<file path="config.mk">
export PLATFORM = sky130hd
export DESIGN_NAME = arp_cache_and_responder_unit
export DESIGN_NICKNAME = d
export VERILOG_FILES = /design/src/sv/arpc_pkg.sv /design/src/sv/arpc_ram.sv /design/src/sv/arpc_dp.sv /design/src/sv/arpc_ctrl.sv /design/src/sv/arp_cache_and_responder_unit.sv
export VERILOG_INCLUDE_DIRS = /design/src /design/src/sv
export SDC_FILE = /design/constraint.sdc
export NUM_CORES = 2
export LEC_CHECK = 0
export BUFFER_PORTS_ARGS = -buffer_cell sky130_fd_sc_hd__buf_2
export CAP_MARGIN = 5
export CORE_UTILIZATION = 50
export CTS_CLUSTER_DIAMETER = 80
export DETAILED_ROUTE_END_ITERATION = 10
export PLACE_DENSITY = 0.7
export SYNTH_ARGS = -nofsm -noshare
export SYNTH_HDL_FRONTEND = slang
export SYNTH_HIERARCHICAL = 1
export SYNTH_SLANG_ARGS = --single-unit
</file>
<file path="constraint.sdc">
create_clock -name clk -period 8 [get_ports clk]
set_clock_uncertainty 0.1 [all_clocks]
set_input_delay 1.6 -clock clk [delete_from_list [all_inputs] [get_ports clk]]
set_output_delay 1.6 -clock clk [all_outputs]
set_load 0.1 [all_outputs]
</file>
<file path="src/sv/assert_macros.svh">
// ----------------------------------------------------------------------------
// assertion macros
// shared concurrent assertion forms on clk with arst_n
// ----------------------------------------------------------------------------
`ifndef ASSERT_MACROS_SVH
`define ASSERT_MACROS_SVH

// property must hold at every clock edge out of reset
`define ASSERT_CLK(lbl, prop, msg) \
	lbl: assert property (@(posedge clk) disable iff (!arst_n) prop) else $error(msg);

// expression must never be true
`define ASSERT_NEVER(lbl, expr, msg) \
	`ASSERT_CLK(lbl, !(expr), msg)

`endif

</file>
<file path="src/sv/arpc_pkg.sv">
// ----------------------------------------------------------------------------
// arpc_pkg
// types, constants and helpers shared by the arp cache modules
// ----------------------------------------------------------------------------
package arpc_pkg;

	localparam int TABLE_DEPTH = 16;
	localparam int IDX_W = (TABLE_DEPTH > 1) ? $clog2(TABLE_DEPTH) : 1;
	localparam logic [IDX_W-1:0] LAST_IDX = IDX_W'(TABLE_DEPTH - 1);

	localparam logic [1:0] REQ_LOOKUP = 2'd0;
	localparam logic [1:0] REQ_INSERT = 2'd1;
	localparam logic [1:0] REQ_PACKET = 2'd2;

	localparam logic [1:0] STAT_OK   = 2'd0;
	localparam logic [1:0] STAT_MISS = 2'd1;
	localparam logic [1:0] STAT_DROP = 2'd2;

	localparam logic [10:0] MIN_ARP_LEN = 11'd28;
	localparam logic [15:0] HW_ETHERNET = 16'h0001;
	localparam logic [15:0] PROTO_IPV4  = 16'h0800;
	localparam logic [15:0] OP_REQUEST  = 16'h0001;

	typedef struct packed {
		logic [1:0]  req_type;
		logic [31:0] ip_addr;
		logic [47:0] eth_addr;
		logic [15:0] hw_type;
		logic [15:0] net_type;
		logic [15:0] opcode;
		logic [31:0] tgt_ip;
		logic [10:0] payload_len;
	} req_t;

	typedef struct packed {
		logic [1:0]  status;
		logic [47:0] mac_out;
		logic        reply_needed;
		logic [47:0] reply_mac;
		logic [31:0] reply_ip;
	} rsp_t;

	typedef struct packed {
		logic [31:0] ip;
		logic [47:0] mac;
	} entry_t;

	typedef struct packed {
		logic load;
		logic scan;
		logic write;
		logic res_load;
	} cmd_t;

	typedef struct packed {
		logic need_scan;
		logic is_lookup;
		logic scan_done;
		logic out_free;
	} sts_t;

	typedef enum logic [1:0] {
		ST_IDLE,
		ST_SCAN,
		ST_WRITE,
		ST_RESP
	} state_t;

	function automatic logic pkt_ok(input req_t r);
		return (r.payload_len >= MIN_ARP_LEN) && (r.hw_type == HW_ETHERNET) &&
			(r.net_type == PROTO_IPV4);
	endfunction

endpackage

</file>
<file path="src/sv/arpc_ram.sv">
// ----------------------------------------------------------------------------
// arpc_ram
// generic single write port, single read port ram with registered read
// ----------------------------------------------------------------------------
module arpc_ram #(
	parameter int WIDTH = 8,
	parameter int DEPTH = 16
) (
	input  logic                                       clk,
	input  logic                                       we,
	input  logic [((DEPTH > 1) ? $clog2(DEPTH) : 1)-1:0] waddr,
	input  logic [WIDTH-1:0]                           wdata,
	input  logic                                       re,
	input  logic [((DEPTH > 1) ? $clog2(DEPTH) : 1)-1:0] raddr,
	output logic [WIDTH-1:0]                           rdata
);

	logic [WIDTH-1:0] mem_q [DEPTH];
	logic [WIDTH-1:0] rdata_q;

	always_ff @(posedge clk) begin
		if (we) begin
			mem_q[waddr] <= wdata;
		end
		if (re) begin
			rdata_q <= mem_q[raddr];
		end
	end

	assign rdata = rdata_q;

endmodule

</file>
<file path="src/sv/arpc_dp.sv">
// ----------------------------------------------------------------------------
// arpc_dp
// datapath: item register, table memory, valid bits, scan compare, result
// ----------------------------------------------------------------------------
`include "assert_macros.svh"

module arpc_dp import arpc_pkg::*; (
	input  logic        clk,
	input  logic        arst_n,
	input  logic        cfg_wr_en,
	input  logic [31:0] cfg_wr_data,
	input  req_t        in_data,
	input  logic        out_stall,
	output logic        out_valid,
	output rsp_t        out_data,
	input  cmd_t        cmd,
	output sts_t        sts
);

	req_t             item_q;
	logic [31:0]      my_ip_q;
	logic [TABLE_DEPTH-1:0] valid_q;

	logic [IDX_W-1:0] rd_addr_q;
	logic             issue_done_q;
	logic             cmp_vld_s1;
	logic [IDX_W-1:0] cmp_idx_s1;

	logic             found_q;
	logic [IDX_W-1:0] found_idx_q;
	logic [47:0]      found_mac_q;
	logic             free_found_q;
	logic [IDX_W-1:0] free_idx_q;

	rsp_t             out_q;
	logic             out_vld_q;

	entry_t           rd_entry;
	entry_t           wr_entry;
	logic [IDX_W-1:0] wr_addr;
	logic             rd_en;
	logic             match;
	logic             free_slot;
	logic             scan_done;
	rsp_t             res;

	assign rd_en     = cmd.scan && !issue_done_q;
	assign match     = cmp_vld_s1 && valid_q[cmp_idx_s1] && (rd_entry.ip == item_q.ip_addr);
	assign free_slot = cmp_vld_s1 && !valid_q[cmp_idx_s1];
	assign scan_done = match || (cmp_vld_s1 && (cmp_idx_s1 == LAST_IDX));

	assign wr_entry.ip  = item_q.ip_addr;
	assign wr_entry.mac = item_q.eth_addr;

	always_comb begin
		priority if (found_q) begin
			wr_addr = found_idx_q;
		end else if (free_found_q) begin
			wr_addr = free_idx_q;
		end else begin
			wr_addr = '0;
		end
	end

	arpc_ram #(
		.WIDTH ($bits(entry_t)),
		.DEPTH (TABLE_DEPTH)
	) u_table (
		.clk   (clk),
		.we    (cmd.write),
		.waddr (wr_addr),
		.wdata (wr_entry),
		.re    (rd_en),
		.raddr (rd_addr_q),
		.rdata (rd_entry)
	);

	// result of the item held in item_q
	always_comb begin
		res = '0;
		unique case (item_q.req_type)
			REQ_LOOKUP: begin
				if (found_q) begin
					res.mac_out = found_mac_q;
				end else begin
					res.status = STAT_MISS;
				end
			end
			REQ_PACKET: begin
				if (!pkt_ok(item_q)) begin
					res.status = STAT_DROP;
				end else if ((item_q.opcode == OP_REQUEST) && (item_q.tgt_ip == my_ip_q)) begin
					res.reply_needed = 1'b1;
					res.reply_mac    = item_q.eth_addr;
					res.reply_ip     = item_q.ip_addr;
				end
			end
			default: begin
				res = '0;
			end
		endcase
	end

	always_ff @(posedge clk or negedge arst_n) begin
		if (!arst_n) begin
			my_ip_q <= '0;
		end else if (cfg_wr_en) begin
			my_ip_q <= cfg_wr_data;
		end
	end

	always_ff @(posedge clk) begin
		if (cmd.load) begin
			item_q <= in_data;
		end
	end

	always_ff @(posedge clk or negedge arst_n) begin
		if (!arst_n) begin
			valid_q <= '0;
		end else if (cmd.write) begin
			valid_q[wr_addr] <= 1'b1;
		end
	end

	// scan: read issued one cycle, compared the next
	always_ff @(posedge clk or negedge arst_n) begin
		if (!arst_n) begin
			rd_addr_q    <= '0;
			issue_done_q <= 1'b0;
			cmp_vld_s1   <= 1'b0;
			found_q      <= 1'b0;
			free_found_q <= 1'b0;
		end else if (cmd.load) begin
			rd_addr_q    <= '0;
			issue_done_q <= 1'b0;
			cmp_vld_s1   <= 1'b0;
			found_q      <= 1'b0;
			free_found_q <= 1'b0;
		end else begin
			cmp_vld_s1 <= rd_en && !scan_done;
			if (rd_en) begin
				rd_addr_q    <= rd_addr_q + 1'b1;
				issue_done_q <= (rd_addr_q == LAST_IDX);
			end
			if (match) begin
				found_q <= 1'b1;
			end
			if (free_slot && !free_found_q) begin
				free_found_q <= 1'b1;
			end
		end
	end

	always_ff @(posedge clk) begin
		cmp_idx_s1 <= rd_addr_q;
		if (match) begin
			found_idx_q <= cmp_idx_s1;
			found_mac_q <= rd_entry.mac;
		end
		if (free_slot && !free_found_q) begin
			free_idx_q <= cmp_idx_s1;
		end
	end

	always_ff @(posedge clk or negedge arst_n) begin
		if (!arst_n) begin
			out_vld_q <= 1'b0;
		end else if (cmd.res_load) begin
			out_vld_q <= 1'b1;
		end else if (!out_stall) begin
			out_vld_q <= 1'b0;
		end
	end

	always_ff @(posedge clk) begin
		if (cmd.res_load) begin
			out_q <= res;
		end
	end

	assign out_valid = out_vld_q;
	assign out_data  = out_q;

	assign sts.need_scan = (in_data.req_type == REQ_LOOKUP) ||
		(in_data.req_type == REQ_INSERT) ||
		((in_data.req_type == REQ_PACKET) && pkt_ok(in_data));
	assign sts.is_lookup = (item_q.req_type == REQ_LOOKUP);
	assign sts.scan_done = scan_done;
	assign sts.out_free  = !out_vld_q || !out_stall;

	`ASSERT_CLK(a_wr_sets_valid, cmd.write |=> valid_q[$past(wr_addr)], "written slot not valid")
	`ASSERT_CLK(a_cmp_after_scan, cmp_vld_s1 |-> $past(cmd.scan), "compare without scan read")
	`ASSERT_NEVER(a_write_in_scan, cmd.write && cmd.scan, "table write during scan")

endmodule

</file>
<file path="src/sv/arpc_ctrl.sv">
// ----------------------------------------------------------------------------
// arpc_ctrl
// controller: accepts an item, sequences scan, table write and result
// ----------------------------------------------------------------------------
`include "assert_macros.svh"

module arpc_ctrl import arpc_pkg::*; (
	input  logic clk,
	input  logic arst_n,
	input  logic in_valid,
	output logic in_stall,
	input  sts_t sts,
	output cmd_t cmd
);

	state_t state_q;
	state_t state_d;

	always_ff @(posedge clk or negedge arst_n) begin
		if (!arst_n) begin
			state_q <= ST_IDLE;
		end else begin
			state_q <= state_d;
		end
	end

	always_comb begin
		state_d  = state_q;
		cmd      = '0;
		in_stall = 1'b1;
		unique case (state_q)
			ST_IDLE: begin
				in_stall = 1'b0;
				if (in_valid) begin
					cmd.load = 1'b1;
					state_d  = sts.need_scan ? ST_SCAN : ST_RESP;
				end
			end
			ST_SCAN: begin
				cmd.scan = 1'b1;
				if (sts.scan_done) begin
					state_d = sts.is_lookup ? ST_RESP : ST_WRITE;
				end
			end
			ST_WRITE: begin
				cmd.write = 1'b1;
				state_d   = ST_RESP;
			end
			ST_RESP: begin
				if (sts.out_free) begin
					cmd.res_load = 1'b1;
					state_d      = ST_IDLE;
				end
			end
			default: begin
				state_d = ST_IDLE;
			end
		endcase
	end

	`ASSERT_CLK(a_res_needs_room, cmd.res_load |-> sts.out_free, "result loaded over pending transfer")
	`ASSERT_CLK(a_write_then_resp, cmd.write |=> (state_q == ST_RESP), "write not followed by result")
	`ASSERT_CLK(a_load_leaves_idle, cmd.load |=> (state_q != ST_IDLE), "accepted item not processed")

endmodule

</file>
<file path="src/sv/arp_cache_and_responder_unit.sv">
// ----------------------------------------------------------------------------
// arp_cache_and_responder_unit
// A 16-entry IPv4-to-MAC table with ARP receive handling. One item is in
// work at a time. The table memory has one read port and is scanned one
// entry per cycle with the compare in the cycle after the read; a lookup,
// an insert or an accepted packet scans the table, ending early on a hit,
// while a dropped packet or an unused request kind skips the scan. A
// finished result waits in an output register and the next item is taken
// while it waits. Valid marks are cleared by reset; my_ip may be written
// whenever the unit is idle.
// ----------------------------------------------------------------------------
module arp_cache_and_responder_unit import arpc_pkg::*; (
	input  logic        clk,
	input  logic        arst_n,
	input  logic        cfg_wr_en,
	input  logic [31:0] cfg_wr_data,
	input  logic        in_valid,
	output logic        in_stall,
	input  req_t        in_data,
	output logic        out_valid,
	input  logic        out_stall,
	output rsp_t        out_data
);

	cmd_t cmd;
	sts_t sts;

	arpc_ctrl u_ctrl (
		.clk      (clk),
		.arst_n   (arst_n),
		.in_valid (in_valid),
		.in_stall (in_stall),
		.sts      (sts),
		.cmd      (cmd)
	);

	arpc_dp u_dp (
		.clk         (clk),
		.arst_n      (arst_n),
		.cfg_wr_en   (cfg_wr_en),
		.cfg_wr_data (cfg_wr_data),
		.in_data     (in_data),
		.out_stall   (out_stall),
		.out_valid   (out_valid),
		.out_data    (out_data),
		.cmd         (cmd),
		.sts         (sts)
	);

endmodule
</file>
# == After elaboration in Yosys (flattened, before gate mapping) ==
# Memory sizes are Yosys's and may differ from the RTL's. A register that Yosys moved wholly into a read port is not among the register bits.
# Cells that the tools add are included.
# totals
out_inout_bits,133
in_bits,210
n_memories,1
word_cells,123
regBits,423
mem_bits_rw,1280
# mem_list
memory,words,word_bits,rd,rd_ports_with_merged_regs,write_ports,line,source
u_dp.u_table.mem_q,16,80,1,1,1,arpc_ram.sv:18,logic [WIDTH-1:0] mem_q [DEPTH];
# classes
reduce_logical,34
n_addsub,1
bitwise_logic,1
eq_ne,19
n_lt_le_gt_ge,5
mux,36
# op_table
cell,n
81-bit two-way mux,1
32-bit equality test,2
"16-bit by 1-bit equality test with 1-bit output, second input constant",3
"16-bit by 12-bit equality test with 1-bit output, second input constant",2
"11-bit by 5-bit greater-or-equal comparator with 1-bit output, second input constant",2
1-bit two-way mux,22
4-bit two-way mux,4
16-bit OR,1
1-bit logical AND,14
"4-bit by 5-bit less-than comparator with 1-bit output, second input constant",2
2-bit two-way mux,5
"2-bit equality test, second input constant",4
"4-bit equality test, second input constant",2
2-bit one-hot mux with 4 select lines,1
1-bit zero test,6
2-bit zero test,3
3-bit AND reduction,2
2-bit nonzero test,3
"4-bit by 1-bit adder with 4-bit output, second input constant",1
1-bit binary-select mux with 4-bit select,1
1-bit demux with 4-bit select,1
"2-bit by 1-bit equality test with 1-bit output, second input constant",2
"4-bit by 1-bit greater-or-equal comparator with 1-bit output, second input constant",1
1-bit logical OR,4
4 further kinds,7

# == Logic depth before layout (Yosys ltp) ==
# logic_depth
depth_word,8
depth_mapped,9
depth_no_buf,8

# == By module ==
# The synthesis kept the hierarchy.
# by_module_without_submodules
mod,cells_each,area_each_um2,n_inst,seq_area_each_um2
arpc_ram,2054,50239.4,1,40839.2
arpc_dp,803,15014.4,1,12256.8
arpc_ctrl,24,261.5,1,50.0

# == Worst setup path after synthesis ==
# Ideal clock, no wire load.
# synth_path
path_type,reg-to-reg
start,reg u_dp.found_q
end,"mem u_dp/u_table/mem_q[0][0] (netlist bit), enable pin"
setup_time_ns,0.616
synth_period_minus_slack_ns,7.676
required_ns,7.284
t_arrival_ns,6.960
path_stages_with_launch,6
n_path_buf,1
slack_ns,0.324
path_cell_list,dfrtp_1 > clkbuf_1 > a22oi_1 > inv_1 > or3b_1 > nor3_1
# synth_via
elab_chain_len,1
# synth_rtl
element,line,source
"start, declared",arpc_dp.sv:29,logic found_q;
"start signal, assigned",arpc_dp.sv:132,found_q <= 1'b0;
"start signal, assigned",arpc_dp.sv:138,found_q <= 1'b0;
"start signal, assigned",arpc_dp.sv:147,found_q <= 1'b1;
4-bit two-way mux,arpc_dp.sv:56,priority if (found_q) begin
net u_dp.wr_addr[2],arpc_dp.sv:40,logic [IDX_W-1:0] wr_addr;
"end, declared",arpc_ram.sv:18,
# The timed path passes the listed nets, and every way through them passes these cells.

# == Final worst setup path ==
# layout_path
start,reg u_dp.found_q
end,"mem u_dp/u_table/mem_q[3][42] (netlist bit), enable pin"
# The elaborated chain is that of the path after synthesis.

==> key figures <==
Status
  – Outcome: finished, final reports clean

Floorplan
  – Die X: approximately 360 microns
  – Die Area: 132,000 sq um
  – Initial core utilization: 50.5%
  – Chip height: 364 microns
  – I/O pins: 343
  – # rows: 132
  – Core ar.: 130,000 sq um

Logic synthesis
  – Post-synthesis register bit count: 1,781
  – EDFF count, synth: 1,718
  – Cell with the most instances after synthesis: edfxtp_1
  – Area leader, netlist: edfxtp_1
  – Top cells by area, synth: edfxtp_1, mux4_2, dfrtp_1, a22oi_1, and2_1
  – Avg Cell Area, Syn: approximately 23 sq um
  – Top cells by count, synth: edfxtp_1, mux4_2, a22oi_1
  – Async SR Flop Fraction: 3.31%
  – Yosys top cell area share: around 79%
  – Mapped Cells: 2,881
  – Syn Nets: 3,098
  – Seq/Total Area, Yosys: 81.1%
  – Mapped cell area: roughly 66,000 sq um
  – Yosys cell types: 50
  – Yosys warns: 6
  – Top FF cell, synth: edfxtp_1

Global routing
  – First-pass GRT wire length: 208 mm
  – Vias in the first global route: 31.5k
  – Pin count of the biggest net entering global routing: between 100 and 150
  – Gr ovfl total: 0
  – Gr usage total: 21.8%
  – Initial antenna violation count: 12

Flow run
  – Max-Cap Viols: 0

Place
  – PortBufs: 340
  – DP HPWL: 73.5 mm
  – Routability cong.: about 0.77

STA
  – Setup TNS: 0 ps
  – Slew HR: a little under a quarter
  – Worst Tran Pin Value: 1140 ps
  – Final hold vios: 0
  – Pins Over Slew Limit: 0
  – Post-route minimum period: 5080 ps
  – RSZ-0062 raised after global routing: no
  – Max Clk Rate: 0.197 GHz
  – Fin crit share: a little under two thirds
  – Final setup fails: 0

Worst setup path
  – CP max stage cell: buf_4
  – CP Capture Type: flop
  – Delay-heaviest family, CP: buffers and inverters
  – Crit path kind: reg2reg
  – Crit path max fanout: 46
  – Critical Path, Cell by Cell: buf_4 -> nor2b_1 -> a22oi_1 -> inv_1 -> or3b_1 -> nor2_4 -> buf_4 -> buf_4
  – Crit path launch type: flop
  – CP bufs+invs: 4
  – Arrival time at the worst endpoint: 5400 ps
  – CP peak stage delay: approximately 670 ps
  – Worst Path Required: 8320 ps
  – Top cell by count, worst path: buf_4

Power and ir drop
  – VDD IR-drop max: 0.234 mV
  – Pwr/cell area: 242 nW/um^2
  – Leak: between 20 and 30 nW

CTS
  – CTS tree: done
  – # resized after CTS: 0
  – Total CTS buffers: 179
  – Clock transition at path regs: around 60 ps
  – H-Tree Depth: 4
  – Root Buffer: clkbuf_16
  – Clk Latency, worst-skew pair: between 800 and 900 ps
  – Longest Clk Path Bufs: 3
  – Hold buffers post-CTS: 0
  – Sink Count: roughly 1.8k
  – Post-CTS setup buffer count: 0

Routing
  – First DRT Iteration DRCs: 3,040
  – Via-to-Cell Ratio: 5.88
  – Antenna-violating nets left: 0
  – Drt pass-1 iters: 5
  – Routed wire length per instance: 27.4 microns
  – DRC Markers: 0
  – Vias after detailed routing: 30.7k
  – Total wire length: 143 mm

Layout
  – Share of layout cells above drive strength 1: 30.0%
  – Util after Layout: 57.8%
  – Fillcell total: 9,313
  – Final #Nets: 3,547
  – Synth-to-layout area growth: 14.5%

Min path
  – Worst Hold Class: reg2reg
## worst reg2reg max path, stage by stage, from the launching register on
cell     delay (ps)
dfrtp_2         610
buf_4           600
nor2b_1         200
a22oi_1         510
inv_1           190
or3b_1          570
nor2_4          540
buf_4           650
buf_4           700
## worst paths after layout
| path | slack, ps | start | cells after the start | end |
|---|---|---|---|---|
| worst max-delay path | 2920 | u_dp/found_q$_DFFE_PN0P_ | 8 | u_dp/u_table/mem_q[3][42]$_DFFE_PP_ |
| worst min-delay path | 300 | u_dp/u_table/rdata[44]$_DFFE_PP_ | 0 | u_dp/found_mac_q[44]$_DFFE_PP_ |
| worst max register to register | 2920 | u_dp/found_q$_DFFE_PN0P_ | 8 | u_dp/u_table/mem_q[3][42]$_DFFE_PP_ |
| worst min register to register | 300 | u_dp/u_table/rdata[44]$_DFFE_PP_ | 0 | u_dp/found_mac_q[44]$_DFFE_PP_ |
| max in group asynchronous | 6270 | arst_n | 2 | u_dp/rd_addr_q[0]$_DFFE_PN0P_ |
| min in group asynchronous | 890 | arst_n | 2 | u_dp/my_ip_q[0]$_DFFE_PN0P_ |
## where the power goes
| group | internal, mW | switching, mW | total (mW) | leakage (nW) |
|---|---|---|---|---|
| clock | 4.44 | 3.46 | 7.91 | 2.71 |
| combinational | 0.0582 | 0.0435 | 0.102 | 6.47 |
| sequential | 10.1 | 0.0106 | 10.1 | 16.4 |
| total | 14.6 | 3.52 | 18.1 | 25.6 |
## sequential cells by signal (all words and copies together) (netlist names), 2 cells and up
name                cells
u_ctrl/state_q          2
u_dp/out_data         131
u_dp/valid_q           16
u_dp/found_idx_q        4
u_dp/rd_addr_q          4
u_dp/found_mac_q       48
u_dp/u_table/mem_q   1280
u_dp/my_ip_q           32
u_dp/u_table/rdata     80
u_dp/item_q           171
u_dp/free_idx_q         4
u_dp/cmp_idx_s1         4
## through the flow
step	power [mW]	hold WS [ps]	setup slack (ps)	instance area (sq um)	std cells
3_5_place_dp	10.4	305	2970	69400	4891
5_1_grt	18.6	306	2620	75000	5214
4_1_cts	18.3	290	2950	75000	5213
6_report	18.1	298	2920	75000	5216
2_1_floorplan	10.3	300	324	65500	2881
3_3_place_gp	10.4	303	3000	69400	4891
## kinds of logic (layout without fill, tap and decap cells)
family                   after synthesis  count (layout)  synth area share [%]
AND/OR/NAND/NOR                      331             331                  2.82
other                                  0               3                     0
XOR/XNOR                              67              67                 0.896
flip-flops                          1781            1781                  81.1
buffers and inverters                146             736                  1.10
multiplexers                         362             362                  11.8
adder cells (fa/ha/maj)                7               7                 0.134
AO/OA/AOI/OAI                        187             187                  2.15
## routing by layer
layer | track usage [%] | up-vias | part of all wire (%)
met2 | 35.2 | 1322 | 49
met5 | 0 | - | 0.016
met4 | 6.81 | 4 | 2.5
li1 | - | 12900 | -
met3 | 4.42 | 221 | 8.2
met1 | 30.0 | 16200 | 41
## cell usage in the layout (no fill, tap or decap), types with 5 or more instances in the layout
master / count
bufinv_16: 7
clkbuf_16: 181
edfxtp_1: 1718
clkbuf_1: 39
clkbuf_8: 5
nand2_1: 89
xor2_1: 53
buf_12: 7
nand4_1: 11
clkinv_1: 40
mux4_2: 324
a21o_1: 10
dfrtp_1: 56
buf_2: 340
and2_1: 80
inv_1: 12
buf_4: 54
nor4b_1: 5
nor2_4: 14
clkinv_2: 30
a22oi_1: 163
nand3_1: 9
and3_1: 51
ha_1: 7
mux2_2: 34
nor4_1: 26
nor3_2: 5
nor2_1: 12
clkinv_8: 5
xnor2_1: 14
## layout make-up
type	count	area, sq um	area share (%)
multi-input combinational	954	11800	15.7
sequential	1781	53200	70.9
timing repair buffer	401	2250	3.00
clock inverter	97	811	1.08
tap	1742	2180	2.91
antenna	3	7.51	0.0100
clock buffer	225	4740	6.33
inverter	13	50.0	0.0667
Note: power is estimated with default switching activity, not from simulation.
